**config.mk**
```make
export PLATFORM = sky130hd
export DESIGN_NAME = psseq_front
export DESIGN_NICKNAME = d
export VERILOG_FILES = /design/src/rtl/polyphonic_step_sequencer_macros.svh /design/src/rtl/psseq_pkg.sv /design/src/rtl/psseq_front.sv
export SDC_FILE = /design/constraint.sdc
export NUM_CORES = 1
export LEC_CHECK = 0
export BUFFER_PORTS_ARGS = -buffer_cell sky130_fd_sc_hd__buf_4
export CORE_MARGIN = 10
export CORE_UTILIZATION = 42
export CTS_CLUSTER_SIZE = 30
export DETAILED_ROUTE_END_ITERATION = 6
export GPL_TIMING_DRIVEN = 0
export PLACE_DENSITY = 0.77
export SETUP_SLACK_MARGIN = 0.05
export SKIP_CTS_REPAIR_TIMING = 1
export SLEW_MARGIN = 20
export SYNTH_ARGS = -nofsm -noshare
export SYNTH_HDL_FRONTEND = slang
export SYNTH_SLANG_ARGS = --single-unit
export TNS_END_PERCENT = 5
```
**constraint.sdc**
```tcl
create_clock -name clock -period 2.1 [get_ports clock]
set_clock_uncertainty 0.1 [all_clocks]
set_input_delay 0.21 -clock clock [delete_from_list [all_inputs] [get_ports clock]]
set_output_delay 0.21 -clock clock [all_outputs]
set_load 0.03 [all_outputs]
```
**src/rtl/polyphonic_step_sequencer_macros.svh**
```systemverilog
// Assertion macros shared by the step sequencer RTL.
// Each macro expects clock and reset to be visible in the calling module.
`ifndef POLYPHONIC_STEP_SEQUENCER_MACROS_SVH
`define POLYPHONIC_STEP_SEQUENCER_MACROS_SVH

// Same-cycle implication.
`define PSS_ASSERT_HOLD(label, ante, cons, msg) \
   label: assert property (@(posedge clock) disable iff (reset) (ante) |-> (cons)) \
      else $error(msg);

// Next-cycle implication.
`define PSS_ASSERT_NEXT(label, ante, cons, msg) \
   label: assert property (@(posedge clock) disable iff (reset) (ante) |=> (cons)) \
      else $error(msg);

`endif

```
**src/rtl/psseq_pkg.sv**
```systemverilog
// Shared types, constants and codes of the polyphonic step sequencer.
// No dependencies; imported by every other RTL file except psseq_ram.
`default_nettype none
package psseq_pkg;

   localparam int VOICES    = 4;
   localparam int STEPS     = 32;
   localparam int PATTERNS  = 16;
   localparam int VOICE_W   = $clog2(VOICES);
   localparam int STEP_W    = $clog2(STEPS);
   localparam int PAT_W     = $clog2(PATTERNS);
   localparam int ROW_AW    = PAT_W + STEP_W;
   localparam int ROW_DEPTH = PATTERNS * STEPS;
   localparam int CELL_W    = 8;
   localparam int ROW_W     = VOICES * CELL_W;
   localparam int EV_DEPTH  = VOICES + 1;
   localparam int EV_W      = $clog2(EV_DEPTH + 1);
   localparam int QDEPTH    = 2;
   localparam int QPTR_W    = $clog2(QDEPTH);
   localparam int CSR_W     = 16;
   localparam int CSR_IDX_W = 1;

   localparam logic [CELL_W-1:0] CELL_EMPTY = 8'h80;
   localparam logic [CELL_W-1:0] CELL_TIE   = 8'h81;
   localparam logic [CELL_W-1:0] NONE_HELD  = 8'h80;

   localparam logic [15:0] HALF_STEP_RESET = 16'(300000 / (1200 * 2));
   localparam logic [15:0] TIMEOUT_RESET   = 16'd1000;
   localparam logic [6:0]  BASE_NOTE_RESET = 7'd48;
   localparam logic [15:0] PULSE_MIN_MS    = 16'd20;
   localparam logic [2:0]  MIDI_DIV_RELOAD = 3'd5;
   localparam logic [15:0] LAMP_HOLD_MS    = 16'd125;
   localparam logic [15:0] SAVE_HOLD_MS    = 16'd1000;
   localparam logic [6:0]  NOTE_MAX        = 7'd127;

   localparam int LAMP_PLAY = 0;
   localparam int LAMP_REC  = 1;
   localparam int LAMP_TAP  = 2;
   localparam int LAMP_SAVE = 3;

   typedef logic [VOICES-1:0][CELL_W-1:0] row_type;

   typedef enum logic [CSR_IDX_W-1:0] {
      REG_CLOCK_TIMEOUT = 1'b0,
      REG_BASE_NOTE     = 1'b1
   } csr_reg_type;

   typedef enum logic [3:0] {
      MODE_TICK      = 4'd0,
      MODE_MCLK      = 4'd1,
      MODE_START     = 4'd2,
      MODE_CONT      = 4'd3,
      MODE_STOP      = 4'd4,
      MODE_EPULSE    = 4'd5,
      MODE_ESTART    = 4'd6,
      MODE_NOTE_ON   = 4'd7,
      MODE_NOTE_OFF  = 4'd8,
      MODE_SAVE      = 4'd9,
      MODE_TAP       = 4'd10,
      MODE_REC       = 4'd11,
      MODE_PLAY      = 4'd12,
      MODE_SELECT    = 4'd13
   } mode_type;

   typedef enum logic [3:0] {
      OP_NONE, OP_TICK, OP_MCLK, OP_START, OP_CONT, OP_STOP, OP_EPULSE,
      OP_ESTART, OP_NOTE_ON, OP_NOTE_OFF, OP_SAVE, OP_TAP, OP_REC, OP_PLAY,
      OP_SELECT
   } op_type;

   typedef enum logic [1:0] {
      RUN_RESET = 2'd0,
      RUN_PLAY  = 2'd1,
      RUN_REC   = 2'd2
   } run_type;

   typedef enum logic [1:0] {
      KIND_STATUS  = 2'd0,
      KIND_ON      = 2'd1,
      KIND_OFF     = 2'd2,
      KIND_ALL_OFF = 2'd3
   } kind_type;

   typedef enum logic [4:0] {
      ST_CLEAR, ST_IDLE, ST_EXEC, ST_TICK_TO, ST_TICK_LAMP, ST_TICK_TAP,
      ST_PT_GATE, ST_PT_LEN, ST_PT_MOD, ST_PT_RDCUR, ST_PT_RDNXT, ST_PT_VOICE,
      ST_PT_END, ST_REC_CLR, ST_INS_RD, ST_INS_WR, ST_OFF_RD, ST_OFF_CHK,
      ST_ADVANCE, ST_EMIT
   } state_type;

   typedef struct packed {
      op_type           op;
      logic [6:0]       note;
      logic [PAT_W-1:0] sel;
   } queue_item_type;

   typedef struct packed {
      logic pop;
      logic busy;
   } back_ctrl_type;

endpackage
`default_nettype wire

```
**src/rtl/psseq_front.sv**
```systemverilog
// Front end: accepts request transactions, decodes the mode into an operation
// and holds them in a short queue for the back end. Uses psseq_pkg.
`default_nettype none
module psseq_front (
   input  logic                           clock,
   input  logic                           reset,
   input  logic                           req_valid,
   output logic                           req_ready,
   input  logic [3:0]                     req_mode,
   input  logic [6:0]                     req_note_number,
   input  logic [psseq_pkg::PAT_W-1:0]    req_pattern_select,
   input  psseq_pkg::back_ctrl_type       ctrl,
   output logic                           q_valid,
   output psseq_pkg::queue_item_type      q_item
);
   import psseq_pkg::*;

   queue_item_type    slot_ff [QDEPTH];
   queue_item_type    dec_item;
   logic [QPTR_W-1:0] wr_ptr_ff, wr_ptr_in, rd_ptr_ff, rd_ptr_in;
   logic [QPTR_W:0]   count_ff, count_in;
   logic              push, pop;

   always_comb begin
      dec_item.note = req_note_number;
      dec_item.sel  = req_pattern_select;
      unique case (mode_type'(req_mode))
         MODE_TICK:     dec_item.op = OP_TICK;
         MODE_MCLK:     dec_item.op = OP_MCLK;
         MODE_START:    dec_item.op = OP_START;
         MODE_CONT:     dec_item.op = OP_CONT;
         MODE_STOP:     dec_item.op = OP_STOP;
         MODE_EPULSE:   dec_item.op = OP_EPULSE;
         MODE_ESTART:   dec_item.op = OP_ESTART;
         MODE_NOTE_ON:  dec_item.op = OP_NOTE_ON;
         MODE_NOTE_OFF: dec_item.op = OP_NOTE_OFF;
         MODE_SAVE:     dec_item.op = OP_SAVE;
         MODE_TAP:      dec_item.op = OP_TAP;
         MODE_REC:      dec_item.op = OP_REC;
         MODE_PLAY:     dec_item.op = OP_PLAY;
         MODE_SELECT:   dec_item.op = OP_SELECT;
         default:       dec_item.op = OP_NONE;
      endcase
   end

   assign req_ready = (count_ff < (QPTR_W + 1)'(QDEPTH)) && !ctrl.busy;
   assign q_valid   = (count_ff != '0);
   assign q_item    = slot_ff[rd_ptr_ff];
   assign push      = req_valid && req_ready;
   assign pop       = ctrl.pop && q_valid;

   always_comb begin
      wr_ptr_in = push ? wr_ptr_ff + QPTR_W'(1) : wr_ptr_ff;
      rd_ptr_in = pop ? rd_ptr_ff + QPTR_W'(1) : rd_ptr_ff;
      case ({push, pop})
         2'b10:   count_in = count_ff + (QPTR_W + 1)'(1);
         2'b01:   count_in = count_ff - (QPTR_W + 1)'(1);
         default: count_in = count_ff;
      endcase
   end

   always_ff @(posedge clock) begin
      if (reset) begin
         wr_ptr_ff <= '0;
         rd_ptr_ff <= '0;
         count_ff  <= '0;
      end else begin
         wr_ptr_ff <= wr_ptr_in;
         rd_ptr_ff <= rd_ptr_in;
         count_ff  <= count_in;
      end
   end

   always_ff @(posedge clock) begin
      if (push) begin
         slot_ff[wr_ptr_ff] <= dec_item;
      end
   end

endmodule
`default_nettype wire

```
# Word level (Yosys, flattened, before mapping)
# Memories as Yosys holds them, arrays and structs flattened. A register that Yosys moved wholly into a read port is not among the register bits.
# Index checks and enable logic that the tools add are counted.
# totals
output_inout_bits	17
n_memories	2
word_cells	23
regBits	4
ramBits	30
rom_bits	64
# mem_list
memory	depth	word_bits	rd	rd_ports_with_merged_regs	write_ports	line	text
(name not given)	16	4	1	0	0	psseq_front.sv:27	unique case (mode_type'(req_mode))
slot_ff	2	15	1	1	1	psseq_front.sv:18	queue_item_type slot_ff [QDEPTH];
# op_classes
eq_ne	2
addsub	4
magnitude_cmp	1
n_reduce_logical	6
n_mux	5
# op_table
cell	n
2-to-1 mux 1 bit	4
one-hot mux 2 bit (2 select lines)	1
nonzero test 2 bit	2
logical AND 1 bit	3
adder 1 bit, second input constant	2
adder 2 x 1 -> 2 bit, second input constant	1
== test 2 x 1 -> 1 bit, second input constant	1
== test 2 bit, second input constant	1
less-than comparator 2 bit, second input constant	1
subtractor 2 x 1 -> 2 bit, second input constant	1
logical NOT 1 bit	1

# Depth between registers and ports, before layout
# logic_depth
word_depth	5
depth_mapped	5
ltp_nobuf	5

# Worst setup path after synthesis
# No wires, ideal clock.
# synth_timing
path_type	register to register
start	register count_ff[1]
end	memory slot_ff[0][0] (netlist name) (enable)
setup_time_ns	0.386
path_stages_with_launch	3
path_buffers	0
t_arrival_ns	1.400
slack_ns	0.213
path_cell_list	dfxtp_1 -> or3b_4 -> nor2_1
# synth_between
elab_chain_len	5
# synth_lines
element	line	text
start, declared	psseq_front.sv:21	logic [QPTR_W:0] count_ff, count_in;
start signal, assigned	psseq_front.sv:70	count_ff <= count_in;
less-than comparator 2 bit	psseq_front.sv:46	assign req_ready = (count_ff < (QPTR_W + 1)'(QDEPTH)) && !ctrl.busy;
logical AND 1 bit	psseq_front.sv:46	
logical AND 1 bit	psseq_front.sv:49	assign push = req_valid && req_ready;
2-to-1 mux 1 bit	psseq_front.sv:75	if (push) begin
2-to-1 mux 1 bit (not written as such)	psseq_front.sv:76	slot_ff[wr_ptr_ff] <= dec_item;
end, declared	psseq_front.sv:18	
# No other way between the ends.

==> metrics.txt <==
outcome completed; Synth Area in Compound Gates 2.39%; Mapped Area 1410 um^2; post-route insts no fill 183; Slew Viols, Final 0; clk root buf clkbuf_4; Pint 1.25 mW; Routed Antenna Nets 0; H-tree depth 2; Pwr Total 1.86 mW; Total GRT Usage 8.71%; worst vdd rail ir drop 0.605 mV; Peak Freq 0.518 GHz; sequential power share 46.5%; largest family of logic cells by synthesized area multiplexers; number of clock sinks 35; Clock Latency Late Sink 0.32 ns; Post-Synth Adder-Cell Area 4.43%; RePlAce Congestion 0.730; TritonCTS Buffers 5; minimum clock period 1.93 ns; Slowest-stage cell, CP mux2_2; cell taking the most area after synthesis edfxtp_1; Syn Nets 109; CTS tree yes; Mapped Cells 84; worst reg2reg path endpoint slot_ff[0][14]; Worst Hold Path EP slot_ff[1][11]; xor and xnor area share after synthesis 2.48%; largest net degree at the start of global routing 16; total of fill cells in the finished design 259; Synth cell types 19; IO Port Bufs 36; Simple-Gate Fraction of Synth Area 4.26%; unrepaired setup endpoints after global routing no; First-pass DRT Iterations 4; Rel. slew slack 48.6%; worst min path class in -> reg; # DRC 0; crit-path max FO 10; core area 3130 um^2; Area Growth Syn to Fin 35.0%; share of power burned in combinational logic 36.4%; post-route cell area 1910 um^2; post-synth top area share 63.8%; clock share of power 17.1%; Critical Path, Cell by Cell buf_2, buf_2, mux2_2, buf_4; Worst Slack Setup Final 0.170 ns; NetSw 0.608 mW; Setup crit start kind register; crit share post-route 91.9%; final setup TNS 0 ns; Ys Warns 0; num ports 37; RR Startpoint count_ff[1]; Lkg Pwr 0.750 nW; post-DP HPWL 1.96 mm; final WL 2.77 mm; row cnt 20; worst hold slack 0.136 ns; CTS max path bufs 2; sequential fraction of the synthesis area 70.9%; pre-CTS setup slack 0.220 ns; Util after Layout 60.9%; Worst Max-Slew Pin Slew 0.770 ns; CP most frequent cell buf_2; r2r worst-path depth 2; Cell Area, Placed 1740 um^2; first-pass GRT wire length 4.13 mm; register bit total from synthesis 35; final net count 164; vias in the first global route 906; DR vias/cell 4.64; initial antenna violation count 0; Crit. End Element output pin; Setup Viol. Count Final 0; WP data arrival 1.62 ns; placed insts 164; routed length per instance 15.1 um; CP required 1.79 ns; initial DRC count 29; Die Span Y 78.0 um; layout cells sized above 1 46.0%; die width 78.0 um; Max Cap Viol 0; Final Hold Viols 0; switching part of the total 32.6%; most frequent cells in the layout buf_4, edfxtp_1, mux2_2; Crit Path Category reg -> out; CP peak stage delay 0.38 ns; initial core utilization 45.1%; total gr overflow 0; HP Start req_mode[0]; diode count 0; leading cell type in the layout, fill and taps excluded buf_4; Pwr Density 977 nW/um^2; clk slew on worst S/H paths 0.09 ns; post-synthesis mux area share 14.3%; Area contributors post-synth edfxtp_1, mux2_2, dfxtp_1; Worst Hold Path Cells 2; R2R Setup Slk 0.24 ns; syn avg cell area 16.8 um^2; via count 849; DIE AREA 6080 um^2
-- cell families after synthesis --
logic type / count (synthesis)
buffers and inverters: 4
flip-flops: 35
AND/OR/NAND/NOR: 12
adder cells (fa/ha/maj): 5
AO/OA/AOI/OAI: 6
XOR/XNOR: 4
multiplexers: 18
-- sequential cells by signal (all words and copies together) (netlist names), named ones only --
register and cells:
slot_ff 30, wr_ptr_ff 1, rd_ptr_ff 1, count_ff 2
-- worst max path at each step --
stage | startpoint | endpoint | slack, ns | cells past startpoint
5_1_grt | register | q_item[1] | 0.08 | 4
6_report | register | q_item[1] | 0.17 | 4
4_1_cts | register | q_item[1] | 0.16 | 4
2_1_floorplan | count_ff[1] | slot_ff[0][0] | 0.21 | 2
3_3_place_gp | count_ff[1] | slot_ff[0][3] | -0.11 | 2
3_5_place_dp | count_ff[1] | slot_ff[0][3] | 0.22 | 2
-- layout make-up --
cell class                      count  area (um^2)  area share [%]
Buffer                              2         10.0           0.525
Clock buffer                        5         37.5            1.97
Clock inverter                      2         8.76           0.460
Inverter                            2         7.51           0.394
Multi-Input combinational cell     45          395            20.7
Sequential cell                    35         1000            52.5
Tap cell                           44         55.1            2.89
Timing Repair Buffer               48          390            20.5
-- power by group through the flow --
| stage | clock [mW] | combinational, mW | sequential [mW] |
|---|---|---|---|
| 2_1_floorplan | 0 | 0.445 | 0.874 |
| 3_3_place_gp | 0 | 0.652 | 0.878 |
| 3_5_place_dp | 0 | 0.665 | 0.883 |
| 4_1_cts | 0.330 | 0.669 | 0.866 |
| 5_1_grt | 0.360 | 0.733 | 0.875 |
| 6_report | 0.319 | 0.677 | 0.866 |
-- cells in the mapped netlist --
library cell  number
dfxtp_1            5
edfxtp_1          30
and3_1             1
nor2_1             7
inv_1              2
a31oi_1            1
o21a_1             1
a21oi_1            3
buf_2              2
ha_1               5
nand2_1            1
mux2i_1            1
xnor2_1            2
o21ai_0            1
mux2_2            17
or3_1              1
or2_2              1
xor2_1             2
or3b_4             1
-- worst max-delay path: cells and delay by family (launching register included) --
kind     cells  cell delay [ns]
buf+inv      3             0.61
flops        1             0.31
mux          1             0.38
-- metal layers --
metal	share of wire [%]	routed length [um]	GRT usage, %
met1	40	1110	9.24
met2	52	1430	14.4
met3	8.3	229	5.65
met4	0	0	1.61
met5	0	0	0
No activity file was read; power rests on OpenSTA's default activity.
